`config.mk`:
```
export PLATFORM = sky130hd
export DESIGN_NAME = tlv_stream_deframer_core
export DESIGN_NICKNAME = d
export VERILOG_FILES = /design/src/sv/tlvd_pkg.sv /design/src/sv/tlvd_front.sv /design/src/sv/tlvd_fifo.sv /design/src/sv/tlvd_back.sv /design/src/sv/tlv_stream_deframer_core.sv
export SDC_FILE = /design/constraint.sdc
export NUM_CORES = 1
export LEC_CHECK = 0
export BUFFER_PORTS_ARGS = -buffer_cell sky130_fd_sc_hd__buf_4
export CAP_MARGIN = 20
export CORE_UTILIZATION = 40
export DETAILED_ROUTE_END_ITERATION = 7
export GPL_TIMING_DRIVEN = 0
export PLACE_DENSITY = 0.62
export SLEW_MARGIN = 20
export SYNTH_ARGS = -nofsm -noshare
export SYNTH_HDL_FRONTEND = slang
export SYNTH_SLANG_ARGS = --single-unit
```
`constraint.sdc`:
```
create_clock -name clk_i -period 11.03 [get_ports clk_i]
set_input_delay 2.206 -clock clk_i [delete_from_list [all_inputs] [get_ports clk_i]]
set_output_delay 2.206 -clock clk_i [all_outputs]
set_load 0.005 [all_outputs]
```
`src/sv/tlvd_pkg.sv`:
```
// Shared types and constants for the TLV stream deframer.
package tlvd_pkg;

  localparam int unsigned FifoDepth = 4;
  localparam int unsigned FifoAw    = $clog2(FifoDepth);
  localparam int unsigned FifoCntW  = $clog2(FifoDepth + 1);

  typedef enum logic [2:0] {
    KIND_BOX     = 3'd0,
    KIND_HEADER  = 3'd1,
    KIND_VALUE   = 3'd2,
    KIND_END_OK  = 3'd3,
    KIND_END_ERR = 3'd4
  } kind_e;

  typedef enum logic [2:0] {
    PH_START = 3'd0,
    PH_BOX   = 3'd1,
    PH_ELEM  = 3'd2,
    PH_ITEM  = 3'd3,
    PH_TYPE  = 3'd4,
    PH_LEN   = 3'd5,
    PH_VALUE = 3'd6
  } phase_e;

  typedef enum logic [0:0] {
    REG_BOX_ID_PRESENT  = 1'd0,
    REG_ITEM_ID_PRESENT = 1'd1
  } reg_idx_e;

  // One classified input byte: an optional main result and an optional end result.
  typedef struct packed {
    logic        has_res;
    kind_e       kind;
    logic [31:0] ident;
    logic [15:0] elem_type;
    logic [15:0] elem_length;
    logic [7:0]  value_byte;
    logic        value_last;
    logic        has_end;
    logic        end_ok;
    logic [15:0] count;
  } tlvd_entry_t;

endpackage

```
`src/sv/tlvd_front.sv`:
```
// Front end: accepts message bytes, tracks the field parser and classifies each byte.
module tlvd_front (
  input  logic                  clk_i,
  input  logic                  rst_ni,
  input  logic                  box_en_i,
  input  logic                  item_en_i,
  input  logic                  in_valid_i,
  input  logic [7:0]            data_byte_i,
  input  logic                  last_byte_i,
  output logic                  in_stall_o,
  input  logic                  full_i,
  output logic                  push_o,
  output tlvd_pkg::tlvd_entry_t entry_o
);
  import tlvd_pkg::*;

  phase_e      phase_q, phase_d, ph;
  logic [1:0]  pos_q, pos_d;
  logic [31:0] shift_q, shift_d, sh32;
  logic [15:0] sh16;
  logic [31:0] item_q, item_d;
  logic [15:0] type_q, type_d;
  logic [15:0] len_q, len_d;
  logic [15:0] rem_q, rem_d, rem_m1;
  logic [15:0] done_q, done_d, done_inc;
  logic        accept;
  logic        complete;

  assign in_stall_o = full_i;
  assign accept     = in_valid_i & ~full_i;
  assign push_o     = accept & (entry_o.has_res | entry_o.has_end);

  always_ff @(posedge clk_i or negedge rst_ni) begin
    if (!rst_ni) begin
      phase_q <= PH_START;
      pos_q   <= '0;
      shift_q <= '0;
      item_q  <= '0;
      type_q  <= '0;
      len_q   <= '0;
      rem_q   <= '0;
      done_q  <= '0;
    end else if (accept) begin
      phase_q <= phase_d;
      pos_q   <= pos_d;
      shift_q <= shift_d;
      item_q  <= item_d;
      type_q  <= type_d;
      len_q   <= len_d;
      rem_q   <= rem_d;
      done_q  <= done_d;
    end
  end

  always_comb begin
    phase_d  = phase_q;
    pos_d    = pos_q;
    shift_d  = shift_q;
    item_d   = item_q;
    type_d   = type_q;
    len_d    = len_q;
    rem_d    = rem_q;
    done_d   = done_q;
    entry_o  = '0;
    complete = 1'b0;
    sh32     = {shift_q[23:0], data_byte_i};
    sh16     = {shift_q[7:0], data_byte_i};
    rem_m1   = rem_q - 16'd1;
    done_inc = (done_q == 16'hFFFF) ? done_q : done_q + 16'd1;

    // Boundary phases resolve within the same byte.
    ph = phase_q;
    if (ph == PH_START) begin
      ph = box_en_i ? PH_BOX : PH_ELEM;
    end
    if (ph == PH_ELEM) begin
      if (item_en_i) begin
        ph = PH_ITEM;
      end else begin
        ph     = PH_TYPE;
        item_d = '0;
      end
    end
    phase_d = ph;

    unique case (ph)
      PH_BOX, PH_ITEM: begin
        if (pos_q == 2'd3) begin
          if (ph == PH_BOX) begin
            entry_o.has_res = 1'b1;
            entry_o.kind    = KIND_BOX;
            entry_o.ident   = sh32;
            phase_d         = PH_ELEM;
          end else begin
            item_d  = sh32;
            phase_d = PH_TYPE;
          end
          pos_d   = '0;
          shift_d = '0;
        end else begin
          pos_d   = pos_q + 2'd1;
          shift_d = sh32;
        end
      end
      PH_TYPE, PH_LEN: begin
        if (pos_q == 2'd1) begin
          pos_d   = '0;
          shift_d = '0;
          if (ph == PH_TYPE) begin
            type_d  = sh16;
            phase_d = PH_LEN;
          end else begin
            len_d               = sh16;
            entry_o.has_res     = 1'b1;
            entry_o.kind        = KIND_HEADER;
            entry_o.ident       = item_q;
            entry_o.elem_type   = type_q;
            entry_o.elem_length = sh16;
            if (sh16 == 16'd0) begin
              complete = 1'b1;
            end else begin
              rem_d   = sh16;
              phase_d = PH_VALUE;
            end
          end
        end else begin
          pos_d   = pos_q + 2'd1;
          shift_d = {16'd0, sh16};
        end
      end
      PH_VALUE: begin
        rem_d               = rem_m1;
        entry_o.has_res     = 1'b1;
        entry_o.kind        = KIND_VALUE;
        entry_o.ident       = item_q;
        entry_o.elem_type   = type_q;
        entry_o.elem_length = len_q;
        entry_o.value_byte  = data_byte_i;
        entry_o.value_last  = (rem_m1 == 16'd0);
        complete            = (rem_m1 == 16'd0);
      end
      default: begin
        phase_d = PH_ELEM;
        pos_d   = '0;
        shift_d = '0;
      end
    endcase

    if (complete) begin
      done_d  = done_inc;
      phase_d = PH_ELEM;
      pos_d   = '0;
      shift_d = '0;
    end

    if (last_byte_i) begin
      entry_o.has_end = 1'b1;
      entry_o.end_ok  = (phase_d == PH_ELEM);
      entry_o.count   = done_d;
      phase_d = PH_START;
      pos_d   = '0;
      shift_d = '0;
      item_d  = '0;
      type_d  = '0;
      len_d   = '0;
      rem_d   = '0;
      done_d  = '0;
    end
  end

  a_value_has_bytes: assert property (@(posedge clk_i) disable iff (!rst_ni)
    (phase_q == PH_VALUE) |-> (rem_q != 16'd0))
    else $error("value phase with no bytes remaining");

  a_pos_in_range: assert property (@(posedge clk_i) disable iff (!rst_ni)
    ((phase_q == PH_TYPE) || (phase_q == PH_LEN)) |-> (pos_q[1] == 1'b0))
    else $error("field position past a 16-bit field");

  a_no_push_full: assert property (@(posedge clk_i) disable iff (!rst_ni)
    push_o |-> !full_i)
    else $error("push while queue is full");

endmodule

```
`src/sv/tlvd_fifo.sv`:
```
// Short queue of classified items between the front and back ends.
module tlvd_fifo (
  input  logic                  clk_i,
  input  logic                  rst_ni,
  input  logic                  push_i,
  input  tlvd_pkg::tlvd_entry_t wdata_i,
  output logic                  full_o,
  input  logic                  pop_i,
  output logic                  valid_o,
  output tlvd_pkg::tlvd_entry_t rdata_o
);
  import tlvd_pkg::*;

  tlvd_entry_t         mem_q [FifoDepth];
  logic [FifoAw-1:0]   wr_ptr_q, rd_ptr_q;
  logic [FifoCntW-1:0] cnt_q;

  assign full_o  = (cnt_q == FifoCntW'(FifoDepth));
  assign valid_o = (cnt_q != '0);
  assign rdata_o = mem_q[rd_ptr_q];

  always_ff @(posedge clk_i) begin
    if (push_i) begin
      mem_q[wr_ptr_q] <= wdata_i;
    end
  end

  always_ff @(posedge clk_i or negedge rst_ni) begin
    if (!rst_ni) begin
      wr_ptr_q <= '0;
      rd_ptr_q <= '0;
      cnt_q    <= '0;
    end else begin
      if (push_i) begin
        wr_ptr_q <= wr_ptr_q + FifoAw'(1);
      end
      if (pop_i) begin
        rd_ptr_q <= rd_ptr_q + FifoAw'(1);
      end
      if (push_i && !pop_i) begin
        cnt_q <= cnt_q + FifoCntW'(1);
      end else if (pop_i && !push_i) begin
        cnt_q <= cnt_q - FifoCntW'(1);
      end
    end
  end

  a_pop_not_empty: assert property (@(posedge clk_i) disable iff (!rst_ni)
    pop_i |-> valid_o)
    else $error("pop from empty queue");

  a_count_bound: assert property (@(posedge clk_i) disable iff (!rst_ni)
    cnt_q <= FifoCntW'(FifoDepth))
    else $error("queue count overflow");

  a_push_grows: assert property (@(posedge clk_i) disable iff (!rst_ni)
    (push_i && !pop_i) |=> (cnt_q == $past(cnt_q) + FifoCntW'(1)))
    else $error("queue count did not follow push");

endmodule

```
`src/sv/tlvd_back.sv`:
```
// Back end: expands each queued item into its results and holds the output register.
module tlvd_back (
  input  logic                  clk_i,
  input  logic                  rst_ni,
  input  logic                  valid_i,
  input  tlvd_pkg::tlvd_entry_t entry_i,
  output logic                  pop_o,
  output logic                  out_valid_o,
  input  logic                  out_stall_i,
  output logic [2:0]            kind_o,
  output logic [31:0]           box_ident_o,
  output logic [31:0]           item_ident_o,
  output logic [15:0]           elem_type_o,
  output logic [15:0]           elem_length_o,
  output logic [7:0]            value_byte_o,
  output logic                  value_last_o,
  output logic [15:0]           element_count_o,
  output logic                  run_last_o
);
  import tlvd_pkg::*;

  logic        stage_q, stage_d;
  logic        ov_q, ov_d;
  kind_e       kind_q, kind_d;
  logic [31:0] box_q, box_d, item_q, item_d;
  logic [15:0] type_q, type_d, len_q, len_d, cnt_q, cnt_d;
  logic [7:0]  vb_q, vb_d;
  logic        vl_q, vl_d, rl_q, rl_d;
  logic        out_free;

  assign out_free = ~ov_q | ~out_stall_i;

  always_ff @(posedge clk_i or negedge rst_ni) begin
    if (!rst_ni) begin
      stage_q <= 1'b0;
      ov_q    <= 1'b0;
    end else begin
      stage_q <= stage_d;
      ov_q    <= ov_d;
    end
  end

  always_ff @(posedge clk_i) begin
    kind_q <= kind_d;
    box_q  <= box_d;
    item_q <= item_d;
    type_q <= type_d;
    len_q  <= len_d;
    vb_q   <= vb_d;
    vl_q   <= vl_d;
    cnt_q  <= cnt_d;
    rl_q   <= rl_d;
  end

  always_comb begin
    stage_d = stage_q;
    ov_d    = ov_q;
    kind_d  = kind_q;
    box_d   = box_q;
    item_d  = item_q;
    type_d  = type_q;
    len_d   = len_q;
    vb_d    = vb_q;
    vl_d    = vl_q;
    cnt_d   = cnt_q;
    rl_d    = rl_q;
    pop_o   = 1'b0;
    if (out_free) begin
      if (valid_i) begin
        ov_d   = 1'b1;
        box_d  = '0;
        item_d = '0;
        type_d = '0;
        len_d  = '0;
        vb_d   = '0;
        vl_d   = 1'b0;
        cnt_d  = '0;
        if (!stage_q && entry_i.has_res) begin
          kind_d = entry_i.kind;
          if (entry_i.kind == KIND_BOX) begin
            box_d = entry_i.ident;
          end else begin
            item_d = entry_i.ident;
          end
          type_d = entry_i.elem_type;
          len_d  = entry_i.elem_length;
          vb_d   = entry_i.value_byte;
          vl_d   = entry_i.value_last;
          rl_d   = ~entry_i.has_end;
          if (entry_i.has_end) begin
            stage_d = 1'b1;
          end else begin
            pop_o = 1'b1;
          end
        end else begin
          kind_d  = entry_i.end_ok ? KIND_END_OK : KIND_END_ERR;
          cnt_d   = entry_i.count;
          rl_d    = 1'b1;
          pop_o   = 1'b1;
          stage_d = 1'b0;
        end
      end else begin
        ov_d = 1'b0;
      end
    end
  end

  assign out_valid_o     = ov_q;
  assign kind_o          = kind_q;
  assign box_ident_o     = box_q;
  assign item_ident_o    = item_q;
  assign elem_type_o     = type_q;
  assign elem_length_o   = len_q;
  assign value_byte_o    = vb_q;
  assign value_last_o    = vl_q;
  assign element_count_o = cnt_q;
  assign run_last_o      = rl_q;

  a_stage_has_entry: assert property (@(posedge clk_i) disable iff (!rst_ni)
    stage_q |-> valid_i)
    else $error("second result pending without a queued item");

  a_end_after_main: assert property (@(posedge clk_i) disable iff (!rst_ni)
    $rose(stage_q) |-> (ov_q && !rl_q))
    else $error("main result of a two-result item marked as run end");

  a_pop_on_run_end: assert property (@(posedge clk_i) disable iff (!rst_ni)
    pop_o |=> (ov_q && rl_q) || (ov_q && !$past(stage_q) && !$past(entry_i.has_end)))
    else $error("item popped without its closing result");

endmodule

```
`src/sv/tlv_stream_deframer_core.sv`:
```
// Top level of the TLV stream deframer: configuration registers, front, queue and back.
// A byte's results are written into the queue, then taken into the back end's output register.
// Throughput: one byte per cycle unless the queue is full; a byte that closes a message and
// yields a header, value or box id gives two results in turn from the single output register.
// Reset clears both configuration bits, returns the parser to message start and
// empties the four-entry queue; no clearing pass is needed.
module tlv_stream_deframer_core (
  input  logic        clk_i,
  input  logic        rst_ni,
  input  logic        cfg_we_i,
  input  logic [0:0]  cfg_idx_i,
  input  logic [0:0]  cfg_data_i,
  input  logic        in_valid_i,
  output logic        in_stall_o,
  input  logic [7:0]  data_byte_i,
  input  logic        last_byte_i,
  output logic        out_valid_o,
  input  logic        out_stall_i,
  output logic [2:0]  kind_o,
  output logic [31:0] box_ident_o,
  output logic [31:0] item_ident_o,
  output logic [15:0] elem_type_o,
  output logic [15:0] elem_length_o,
  output logic [7:0]  value_byte_o,
  output logic        value_last_o,
  output logic [15:0] element_count_o,
  output logic        run_last_o
);
  import tlvd_pkg::*;

  // Configuration bits. The front end samples the box id bit at the first byte
  // of a message and the item id bit at the first byte of each element.
  logic box_en_q, item_en_q;

  // Front to queue and queue to back.
  logic        push, full, pop, q_valid;
  tlvd_entry_t push_entry, head_entry;

  always_ff @(posedge clk_i or negedge rst_ni) begin
    if (!rst_ni) begin
      box_en_q  <= 1'b0;
      item_en_q <= 1'b0;
    end else if (cfg_we_i) begin
      unique case (reg_idx_e'(cfg_idx_i))
        REG_BOX_ID_PRESENT:  box_en_q  <= cfg_data_i[0];
        REG_ITEM_ID_PRESENT: item_en_q <= cfg_data_i[0];
        default: ;
      endcase
    end
  end

  // The front end parses each accepted byte in its own cycle and leaves at most
  // one queue entry, carrying the byte's main result and its end-of-message result.
  tlvd_front u_front (
    .clk_i       (clk_i),
    .rst_ni      (rst_ni),
    .box_en_i    (box_en_q),
    .item_en_i   (item_en_q),
    .in_valid_i  (in_valid_i),
    .data_byte_i (data_byte_i),
    .last_byte_i (last_byte_i),
    .in_stall_o  (in_stall_o),
    .full_i      (full),
    .push_o      (push),
    .entry_o     (push_entry)
  );

  // The queue absorbs output stalls so that the parser keeps taking bytes until it fills.
  tlvd_fifo u_fifo (
    .clk_i   (clk_i),
    .rst_ni  (rst_ni),
    .push_i  (push),
    .wdata_i (push_entry),
    .full_o  (full),
    .pop_i   (pop),
    .valid_o (q_valid),
    .rdata_o (head_entry)
  );

  // The back end turns each entry into one or two results, zeroing the fields
  // that do not apply to a result's kind, and marks the last one with run_last.
  tlvd_back u_back (
    .clk_i           (clk_i),
    .rst_ni          (rst_ni),
    .valid_i         (q_valid),
    .entry_i         (head_entry),
    .pop_o           (pop),
    .out_valid_o     (out_valid_o),
    .out_stall_i     (out_stall_i),
    .kind_o          (kind_o),
    .box_ident_o     (box_ident_o),
    .item_ident_o    (item_ident_o),
    .elem_type_o     (elem_type_o),
    .elem_length_o   (elem_length_o),
    .value_byte_o    (value_byte_o),
    .value_last_o    (value_last_o),
    .element_count_o (element_count_o),
    .run_last_o      (run_last_o)
  );

endmodule
```
Word level (Yosys, flattened, before mapping). Memories as Yosys holds them, arrays and structs flattened. Cells that the tools add are included. Widths: inputs -> output; s select.

Add/sub/neg operators: 7. Eq/ne operators: 17. Multiplexer cells: 69. Bitwise gates (word level): 10. Reductions and logical operators: 28.

Operators by type and width (count): $mux 16 (16); $mux 32 (6); $mux 68 (2); $pmux 36 s3 (1); $mux 24 (3); $mux 36 (2); $pmux 24 s3 (1); $pmux 32 s2 (1); $mux 3 (14); $logic_not 16->1 (2); $pmux 16 s2 (1); $mux 18 (1); $add 16x1->16 const B (1); $eq 16x16->1 const B (1); $sub 16x1->16 const B (1); $eq 3x3->1 const B (4); $mux 1 (12); $mux 2 (5); $reduce_and 2->1 (5); $eq 3x2->1 const B (3); $mux 9 (1); $pmux 3 s3 (1); $reduce_and 4->1 (2); $reduce_bool 2->1 (4); other kinds (22) (41).

Bits in registers: 261. Bits in writable memories: 380. Input bits: 16. Output and inout bits: 127. Memories: 1.

Memories: u_fifo.mem_q (words 4, bits a word 95, read ports 1, clocked after memory_dff 0, write ports 1, RTL line tlvd_fifo.sv:14) `tlvd_entry_t mem_q [FifoDepth];`.

Logic depth before layout (Yosys ltp). Gate-level depths: netlist (run 1).

Depth in word-level cells: 17. Mapped depth: 13. Depth with buffers taken out: 11.

By module. A second synthesis (run 1) with hierarchy kept.

Cells, all modules: 1659. Area total of the unflattened synthesis: 26858.3 um2.

By module, submodules not included: tlvd_fifo (instances 1, cells an instance 531, area an instance 14097.3 um2, sequential area each 11586.1 um2); tlvd_front (instances 1, cells an instance 837, area an instance 7561.0 um2, sequential area each 3128.0 um2); tlvd_back (instances 1, cells an instance 285, area an instance 5113.7 um2, sequential area each 3803.6 um2); tlv_stream_deframer_core (instances 1, cells an instance 6, area an instance 86.3 um2, sequential area each 50.0 um2).

Worst setup path before layout (run 1). Ideal clock, no wire load.

Path kind: in2reg. From: input port out_stall_i. To: register u_fifo.cnt_q[1]. Setup time: 0.125 ns. Arrival: 10.055 ns. Data required time: 10.905 ns. Setup slack: 0.850 ns. Stages on the path: 6. Cells stage by stage: a21oi_1 nand2_1 ha_1 inv_1 fa_1 mux2_2.

Word-level cells in the longest chain between the ends: 6.

Ends and longest elaborated chain: start, declared (RTL line tlv_stream_deframer_core.sv:18) `input logic out_stall_i,`; $not 1->1 * (RTL line tlvd_back.sv:31) `assign out_free = ~ov_q | ~out_stall_i;`; $or 1x1->1 * (RTL line tlvd_back.sv:31); $mux 1 * (RTL line tlvd_back.sv:68) `if (out_free) begin`; $logic_not 1->1 (RTL line tlvd_fifo.sv:40) `if (push_i && !pop_i) begin`; $logic_and 1x1->1 (RTL line tlvd_fifo.sv:40); $mux 3 / $reduce_bool 2->1 (equally long branches); end signal, assigned (RTL line tlvd_fifo.sv:41) `cnt_q <= cnt_q + FifoCntW'(1);`; end signal, assigned (RTL line tlvd_fifo.sv:43) `cnt_q <= cnt_q - FifoCntW'(1);`; end, declared (RTL line tlvd_fifo.sv:16) `logic [FifoCntW-1:0] cnt_q;`.

Every way passes the cells marked *; elsewhere a longest branch is shown, timed or not. A chain may end at the register's enable or synchronous reset.

Worst setup path after layout (run 1).
From: input port last_byte_i. To: memory u_fifo.mem_q[2][88] (netlist bit) (enable).

Word-level cells in the longest chain between the ends: 5.

Ends and longest elaborated chain: start, declared (RTL line tlv_stream_deframer_core.sv:16) `input logic last_byte_i,`; $mux 18 (RTL line tlvd_front.sv:156) `if (last_byte_i) begin`; $or 1x1->1 (RTL line tlvd_front.sv:31) `assign push_o = accept & (entry_o.has_res | entry_o.has_end);`; $and 1x1->1 (RTL line tlvd_front.sv:31); via push (RTL line tlv_stream_deframer_core.sv:36) `logic push, full, pop, q_valid;`; $mux 1 (RTL line tlvd_fifo.sv:23) `if (push_i) begin`; $mux 1 (not written as such) (RTL line tlvd_fifo.sv:24) `mem_q[wr_ptr_q] <= wdata_i;`; end, declared (RTL line tlvd_fifo.sv:14).

The timed path passes the listed nets, and every way through them passes these cells.

==> results of run 1 <==
-- power groups by stage --
stage	registers, uW	clock network [uW]	logic, uW
after floorplan	3470	0	1290
after global placement	3510	0	2210
after detailed placement	3440	0	2330
after CTS	3390	2320	2340
after global routing	3440	2420	2500
final	3390	2280	2290
-- worst reg2reg max path: cells and delay by family (launching register included) --
| kind | cells | cell delay [ps] |
|---|---|---|
| AND/OR/NAND/NOR | 3 | 990 |
| AO/OA/AOI/OAI | 3 | 1310 |
| buffers and inverters | 4 | 840 |
| adder cells (fa/ha/maj) | 1 | 300 |
| flip-flops | 1 | 390 |
-- worst max path at each step --
stage                                endpoint  slack [ps]  cells after the start
final                     u_fifo.mem_q[2][88]        6480                      7
after global routing         u_front.len_q[8]        6300                      9
after CTS                 u_fifo.mem_q[2][64]        6510                      7
after detailed placement  u_fifo.mem_q[2][86]        5870                      7
after global placement        u_fifo.cnt_q[1]       -4260                      7
after floorplan               u_fifo.cnt_q[1]         850                      6
-- placed cells by master, fill, tap and decap left out, drive strengths merged, types with 14 or more instances in the layout --
cell and n:
buf 179, nand2 106, nor3 24, clkbuf 184, edfxtp 501, clkinv 25, mux4 93, a22o 97
nand3 16, inv 30, nor2b 34, dfrtp 136, o21ai 81, a21oi 34, or3 18, nor4 14
and3 35, nor2 45, and2 87
-- metrics by stage --
step	area, sq um	util [%]
2_1_floorplan	25700	-
3_3_place_gp	27800	44.0
3_5_place_dp	28300	44.7
4_1_cts	30500	48.3
5_1_grt	30500	48.3
6_report	30500	48.3
-- layer usage --
layer,wire (um),part of all wire [%]
met5,34,0.057
met4,1650,2.8
met3,3210,5.4
met2,28500,48
met1,26000,44
-- state kept, by name, indices dropped and copies added (netlist names), 3 cells and up --
signal                  cells
u_back.box_ident_o         32
u_front.len_q              16
u_back.kind_o               3
u_back.item_ident_o        32
u_front.rem_q              16
u_front.done_q             16
u_back.element_count_o     16
u_fifo.mem_q              376
u_back.value_byte_o         8
u_back.elem_type_o         16
u_front.type_q             16
u_front.item_q             32
u_front.phase_q             3
u_fifo.cnt_q                3
u_front.shift_q            24
u_back.elem_length_o       16
-- cell type report --
cell class	instances	area [sq um]
clock inverter	35	315
fill	5334	32700
timing repair buffer	159	1490
buffer	111	424
sequential	637	18400
multi-input combinational	825	6730
inverter	29	109
tap	846	1060
antenna	1	2.50
clock buffer	93	1940
-- kinds of logic after synthesis --
group | Yosys count
compound gates | 274
xor+xnor | 8
fa+ha+maj | 12
buf+inv | 140
flops | 637
mux | 109
simple gates | 422
==> impl_metrics.csv, run 1 <==
group,metric,value,unit
setup_path,path_class,"input port to flop",
floorplan,core_region_area,63200,sq um
synth,async_flop_share,21.4,%
routing,wirelength,59400,um
min_path,min_delay_path_depth,2,
global_route,grt_pass1_vias,15000,
finish,layout-drive-gt1-share,20.4,%
setup_path,cp_cell_sequence,"buf_4 > clkbuf_1 > clkbuf_1 > o21a_1 > and2_4 > buf_16 > buf_16",
synth,synth.most_common_cell,"edfxtp_1",
clocking,postCtsSetupBuffers,0,
setup_path,cp.arrival,4830,ps
power,p_leak,0.0112,uW
global_route,grt_pass1_wl,90900,um
clocking,clock-root-buffer,"clkbuf_16",
setup_path,r2r_start,"u_front.rem_q[0]",
synth,synth_top_area_share,58.6,%
min_path,hold_start,"u_front.type_q[5]",
sta,worst_pin_slew,1150,ps
global_route,grt_util_all_layers,18.3,%
clocking,numCtsBuffers,70,
synth,ys.flop_type,"edfxtp_1",
floorplan,dieArea,65200,sq um
synth,netlist_instances,1602,
synth,syn_area,25700,sq um
setup_path,slowest_stage,"clkbuf_1",
setup_path,worstSetupStartpointType,"input port",
clocking,clk_latency,600,ps
setup_path,rr_worst_depth,11,
global_route,antenna_found_initial,2,
setup_path,crit_family,"buffers and inverters",
sta,setup_viol,0,
global_route,grt_util_met3,3.85,%
clocking,numClockSinks,637,
place,hpwl,39300,um
routing,drt_pass1_iterations,7,
routing,route.detailed.drc,0,
outcome,status,"completed",
power,power_frac_clock,28.6,%
synth,yosysSeqAreaShare,71.8,%
routing,drtIter0Drc,1110,
clocking,cts_tree,"built",
clocking,clockBufferDepth,3,
sta,setup_ws,6480,ps
place,place_congestion,0.873,
setup_path,slowest_delay,560,ps
sta,period_share,41.3,%
synth,syn_nets,1630,
clocking,clkTransAtPathRegs,60,ps
synth,synth_top_family_by_area,"simple AND/OR/NAND/NOR gates",
synth,synthTopCellsByArea,"edfxtp_1, dfrtp_1, mux4_2",
setup_path,setup.worst_path.end_class,"flop",
floorplan,die_height,255,um
routing,routedWlPerCell,21.7,um
synth,synth.avg_cell_area,16.0,sq um
floorplan,rows,92,
sta,period_needed,4550,ps
synth,synth_compound_area_share,7.56,%
power,pwr-share-comb,28.8,%
finish,layout.nets,1861,
floorplan,initial_core_util,40.6,%
routing,vias,14700,
clocking,ctsResizeCount,0,
sta,finalHoldViolations,0,
global_route,grt_max_degree,70,
place,post-place-ws,5870,ps
finish,syn_to_final_growth,18.8,%
sta,hold_slack,480,ps
setup_path,required,11310,ps
power,power_density,261,nW/um^2
synth,synth-edff-count,501,
global_route,busiest_layer,"met2",
routing,viasPerCell,5.38,
sta,fin_skew,23.8,ps
power,ir_drop,0.0970,mV
power,power.total,7950,uW
synth,ys_top_cells_by_count,"edfxtp_1, dfrtp_1, nand2_1",
setup_path,ff2ff_setup_slack,6910,ps
clocking,h-tree-depth,3,
sta,slew_viol_final,0,
power,seqPwrFrac,42.6,%
synth,synth-seq-cells,637,
min_path,hold_class,"flop to flop",
clocking,postCtsHoldBufs,0,
synth,yosys.area_share.simple,8.83,%
routing,ant_nets,0,
sta,clock.fmax,220,MHz
synth,synth-xor-area-share,0.273,%
run,cap_violations,0,
sta,slew_headroom,22.4,%
floorplan,ios,143,
place,place_inst,2607,
place,io_buffers,142,
power,switching_power,2400,uW
synth,synth.area.mux_share,8.80,%
sta,finalSetupTns,0,ps
setup_path,crit_path_start,"last_byte_i",
global_route,met2_usage,29.4,%
setup_path,worstPathMaxFanout,43,
synth,yosys.cell_types.count,69,
global_route,use_met1,24.5,%
floorplan,die-width,255,um
sta,grt_setup_unrepaired,"no",
setup_path,r2r_end,"u_fifo.mem_q[0][16]",
synth,yosys.area.top_type,"edfxtp_1",
power,p_sw_share,30.2,%
min_path,hold_end,"u_front.type_q[5]",
setup_path,worst-path-buf-inv,5,
synth,yosysWarnings,0,
power,p_int,5550,uW
synth,synth_fa_ha_area_share,0.614,%
finish,final_cell_count_no_fill,2736,
global_route,grt_remaining_overflow,0,
Power figures use the tool's default switching activity.
==> run 2: changes to the inputs <==
==> constraint.sdc (replaced) <==
create_clock -name clk_i -period 4.4 [get_ports clk_i]
set_input_delay 0.88 -clock clk_i [delete_from_list [all_inputs] [get_ports clk_i]]
set_output_delay 0.88 -clock clk_i [all_outputs]
set_load 0.005 [all_outputs]
==> impl_metrics.csv, run 2 (same netlist as run 1, synthesis figures left out) <==
group,metric,value,unit
clocking,cts_tree,"built",
setup_path,crit_family,"simple AND/OR/NAND/NOR gates",
setup_path,slowest_stage,"nor3b_1",
clocking,numClockSinks,637,
run,cap_violations,0,
sta,slew_headroom,18.7,%
routing,drt_pass1_iterations,5,
sta,grt_setup_unrepaired,"no",
finish,layout_commonest_cell,"edfxtp_1",
sta,period_needed,4050,ps
sta,period_share,92.0,%
global_route,grt_pass1_vias,15200,
setup_path,worstSetupStartpointType,"flop",
floorplan,core_region_area,63200,sq um
sta,fin_skew,21.3,ps
routing,ant_nets,0,
floorplan,die_height,255,um
sta,worst_pin_slew,1220,ps
place,io_buffers,142,
sta,slew_viol_final,0,
outcome,status,"completed",
routing,viasPerCell,5.45,
setup_path,cp_cell_sequence,"buf_2 > inv_1 > ha_1 > nor3b_1 > and2_1 > a311o_1 > nand3_1 > o41a_1 > buf_2 > or4_1 > a21oi_1",
floorplan,ios,143,
place,hpwl,39600,um
clocking,clk_latency,610,ps
sta,finalHoldViolations,0,
global_route,antenna_found_initial,5,
clocking,clockBufferDepth,3,
power,p_leak,0.0112,uW
routing,wirelength,60200,um
finish,final_cell_mix,"edfxtp_1, buf_4, dfrtp_1, clkbuf_1, nand2_1",
setup_path,worst-path-buf-inv,3,
finish,fill_cells,5388,
finish,layout-drive-gt1-share,20.4,%
clocking,h-tree-depth,3,
setup_path,path_class,"flop to flop",
floorplan,initial_core_util,40.6,%
clocking,clkTransAtPathRegs,60,ps
routing,drtIter0Drc,1189,
clocking,ctsResizeCount,0,
floorplan,rows,92,
finish,n_antenna_cell,0,
place,place_congestion,0.850,
finish,regMostFlops,"u_fifo.mem_q",
setup_path,worstPathMaxFanout,10,
clocking,postCtsHoldBufs,0,
sta,clock.fmax,247,MHz
floorplan,dieArea,65200,sq um
power,ir_drop,0.261,mV
setup_path,setup.worst_path.end_class,"flop",
place,place_area,28200,sq um
power,power_density,658,nW/um^2
routing,vias,14900,
sta,hold_slack,183,ps
finish,finalInstanceArea,30500,sq um
finish,layout.nets,1859,
routing,routedWlPerCell,22.0,um
floorplan,die-width,255,um
routing,route.detailed.drc,0,
clocking,postCtsSetupBuffers,0,
clocking,numCtsBuffers,69,
setup_path,required,4750,ps
finish,register_area,18400,sq um
finish,largest_reg_flops,376,
global_route,grt_util_all_layers,18.4,%
sta,setup_viol,0,
sta,finalSetupTns,0,ps
min_path,hold_class,"input port to async pin",
setup_path,cp_common_cell,"buf_2",
finish,syn_to_final_growth,19.0,%
global_route,grt_max_degree,90,
clocking,clock-root-buffer,"clkbuf_16",
finish,multi_input_area,6730,sq um
global_route,grt_remaining_overflow,0,
global_route,grt_pass1_wl,91600,um
setup_path,cp.arrival,4400,ps
setup_path,slowest_delay,570,ps
## run 2: cell types whose count changed in the layout (fill, tap and decap cells not counted), moves of 2 or more
cell,delta
clkinv_2,-5
clkinv_1,-3
clkbuf_1,+3
clkinvlp_4,-3
clkbuf_8,+3
buf_16,-2
buf_12,+2
## run 2: through the flow
| stage | power, uW | util, % | setup WS [ps] | cells |
|---|---|---|---|---|
| 3_3_place_gp | 14300 | 44.0 | -2920 | 2590 |
| 4_1_cts | 20400 | 48.3 | 464 | 2732 |
| 6_report | 20100 | 48.3 | 350 | 2732 |
| 2_1_floorplan | 11900 | - | -21.7 | 1602 |
| 5_1_grt | 21100 | 48.3 | 179 | 2732 |
| 3_5_place_dp | 14500 | 44.7 | 507 | 2606 |
## run 2: final timing paths
check | startpoint | end | slack [ps] | depth (start not counted)
worst max-delay path | u_front.rem_q[0] | u_fifo.mem_q[1][5] | 350 | 11
worst min-delay path | rst_ni | u_front.done_q[10] | 180 | 1
worst max register to register | u_front.rem_q[0] | u_fifo.mem_q[1][5] | 350 | 11
worst min register to register | u_front.len_q[9] | u_front.len_q[9] | 480 | 2
max in group asynchronous | rst_ni | u_front.shift_q[18] | 3380 | 2
min in group clk_i | u_front.len_q[9] | u_front.len_q[9] | 480 | 2
## run 2: layer usage
layer  vias to the layer above  track usage, %  wire length [um]
met5                         -               0                40
met2                       452            30.3             29400
met4                         6            5.49              1170
met3                        83            4.09              4060
li1                       6673               -                 -
met1                      7669            24.3             25500
## run 2: area by class of cell
class | instances | area share (%)
clock inverters | 26 | 0.987
well taps | 846 | 3.47
inverters | 29 | 0.356
multi-input cells | 825 | 22.0
repair buffers | 158 | 4.77
plain buffers | 111 | 1.39
flip-flops and latches | 637 | 60.4
clock buffers | 100 | 6.61
## run 2: power breakdown
group | leakage [uW] | switching, uW | total (uW) | internal, uW
Clock | 0.00114 | 2350 | 5850 | 3510
Combinational | 0.00343 | 3240 | 5760 | 2530
Sequential | 0.00665 | 446 | 8480 | 8040
Total | 0.0112 | 6030 | 20100 | 14100
==> run 3: changes to the inputs <==
--- a/config.mk
+++ b/config.mk
@@ -5,7 +5,7 @@
 export SDC_FILE = /design/constraint.sdc
 export NUM_CORES = 1
 export LEC_CHECK = 0
-export BUFFER_PORTS_ARGS = -buffer_cell sky130_fd_sc_hd__buf_4
+export BUFFER_PORTS_ARGS = -buffer_cell sky130_fd_sc_hd__buf_2
 export CAP_MARGIN = 20
 export CORE_UTILIZATION = 40
 export DETAILED_ROUTE_END_ITERATION = 7
==> impl_metrics.csv, run 3 (same netlist as run 1, synthesis figures left out) <==
group,metric,value,unit
routing,routedWlPerCell,21.8,um
finish,final_cell_count_no_fill,2730,
place,place_area,27900,sq um
setup_path,required,4750,ps
finish,regMostFlops,"u_fifo.mem_q",
clocking,cts_tree,"built",
sta,fin_skew,28.3,ps
finish,layout.nets,1857,
power,ir_drop,0.294,mV
finish,largest_reg_flops,376,
clocking,ctsResizeCount,0,
finish,post-route-util,47.5,%
floorplan,rows,92,
floorplan,initial_core_util,40.6,%
power,p_leak,0.0110,uW
setup_path,worstPathMaxFanout,10,
clocking,numCtsBuffers,67,
setup_path,ff2ff_setup_slack,410,ps
setup_path,r2r_end,"u_fifo.mem_q[0][16]",
sta,period_share,90.7,%
routing,wirelength,59600,um
power,power_density,645,nW/um^2
clocking,clock-root-buffer,"clkbuf_16",
sta,worst_pin_slew,1110,ps
clocking,postCtsSetupBuffers,0,
floorplan,ios,143,
routing,vias,14900,
global_route,grt_pass1_vias,15200,
floorplan,dieArea,65200,sq um
global_route,grt_pass1_wl,91600,um
sta,clock.fmax,251,MHz
clocking,numClockSinks,637,
place,hpwl,39600,um
setup_path,worstSetupStartpointType,"flop",
outcome,status,"completed",
finish,final_cell_mix,"edfxtp_1, buf_2, dfrtp_1, clkbuf_1, nand2_1",
sta,slew_viol_final,0,
routing,route.detailed.drc,0,
setup_path,setup.worst_path.end_class,"flop",
global_route,antenna_found_initial,6,
clocking,postCtsHoldBufs,0,
finish,finalInstanceArea,30000,sq um
clocking,clkTransAtPathRegs,60,ps
run,cap_violations,0,
routing,drt_pass1_iterations,5,
clocking,clk_latency,610,ps
finish,layout-drive-gt1-share,20.0,%
place,place_inst,2606,
global_route,grt_max_degree,88,
setup_path,r2r_start,"u_front.rem_q[0]",
setup_path,cp.arrival,4340,ps
clocking,clockBufferDepth,3,
floorplan,die-width,255,um
global_route,grt_remaining_overflow,0,
routing,viasPerCell,5.45,
routing,ant_nets,0,
clocking,h-tree-depth,3,
sta,hold_slack,189,ps
floorplan,die_height,255,um
setup_path,crit_path_start,"u_front.rem_q[0]",
finish,syn_to_final_growth,16.9,%
routing,drtIter0Drc,894,
sta,finalHoldViolations,0,
sta,setup_viol,0,
min_path,hold_class,"input port to async pin",
place,place_congestion,0.846,
floorplan,core_region_area,63200,sq um
finish,layout_commonest_cell,"edfxtp_1",
global_route,grt_util_all_layers,18.3,%
sta,grt_setup_unrepaired,"no",
sta,period_needed,3990,ps
setup_path,path_class,"flop to flop",
sta,slew_headroom,25.7,%
setup_path,rr_worst_depth,11,
place,io_buffers,142,
## run 3: changes by cell type in the layout (fill, tap and decap cells not counted), moves of 2 or more
cell,delta
buf_2,+141
buf_4,-141
clkinv_1,+4
bufinv_16,-3
clkbuf_16,-3
clkbuf_8,-3
clkinv_2,+3
clkinv_8,+2
diode_2,+2
## run 3: layout make-up
| cell class | count | area (sq um) |
|---|---|---|
| fill | 5408 | 33200 |
| sequential | 637 | 18400 |
| multi-input combinational | 825 | 6730 |
| clock buffer | 93 | 1900 |
| timing repair buffer | 158 | 1100 |
| tap | 846 | 1060 |
| buffer | 111 | 425 |
| clock inverter | 29 | 235 |
| inverter | 29 | 109 |
| antenna | 2 | 5.00 |
## run 3: per-layer routing
layer | global-route usage (%) | wire length [um] | vias to the layer above
met5 | 0 | 57 | -
met4 | 5.67 | 1210 | 8
met3 | 3.81 | 3550 | 97
met2 | 30.0 | 29200 | 440
met1 | 24.6 | 25600 | 7640
li1 | - | - | 6687
## run 3: how the worst max path moves through the flow
stage | end | slack, ps | cells after the start
3_3_place_gp | u_fifo.mem_q[1][83] | -2900 | 6
4_1_cts | u_fifo.mem_q[3][16] | 360 | 11
2_1_floorplan | u_fifo.cnt_q[1] | -20 | 6
3_5_place_dp | u_fifo.mem_q[2][16] | 450 | 11
6_report | u_fifo.mem_q[0][16] | 410 | 11
5_1_grt | u_fifo.mem_q[1][16] | 100 | 11
## run 3: power by group
group	switching (uW)	leakage (uW)	total (uW)	internal, uW
registers	412	0.00665	8450	8030
clock network	2300	0.00105	5460	3160
logic	3210	0.00334	5460	2250
total	5930	0.0110	19400	13400
## run 3: metrics by stage
stage / power (uW) / worst slack (ps) / TNS, ps
final: 19400 / 410 / 0
after global routing: 20400 / 102 / 0
after CTS: 19600 / 362 / 0
after detailed placement: 14100 / 449 / 0
after global placement: 13900 / -2900 / -1100340
after floorplan: 11900 / -21.7 / -21.7
## run 3: critical path, cell delays in order, from the launching register on
cell      delay [ps]
dfrtp_1          390
buf_2            180
inv_1             70
ha_1             290
nor3b_1          530
and2_1           290
a311o_1          230
nand3_1          150
o41a_1           480
clkbuf_1         270
clkbuf_1         350
a21oi_1          500
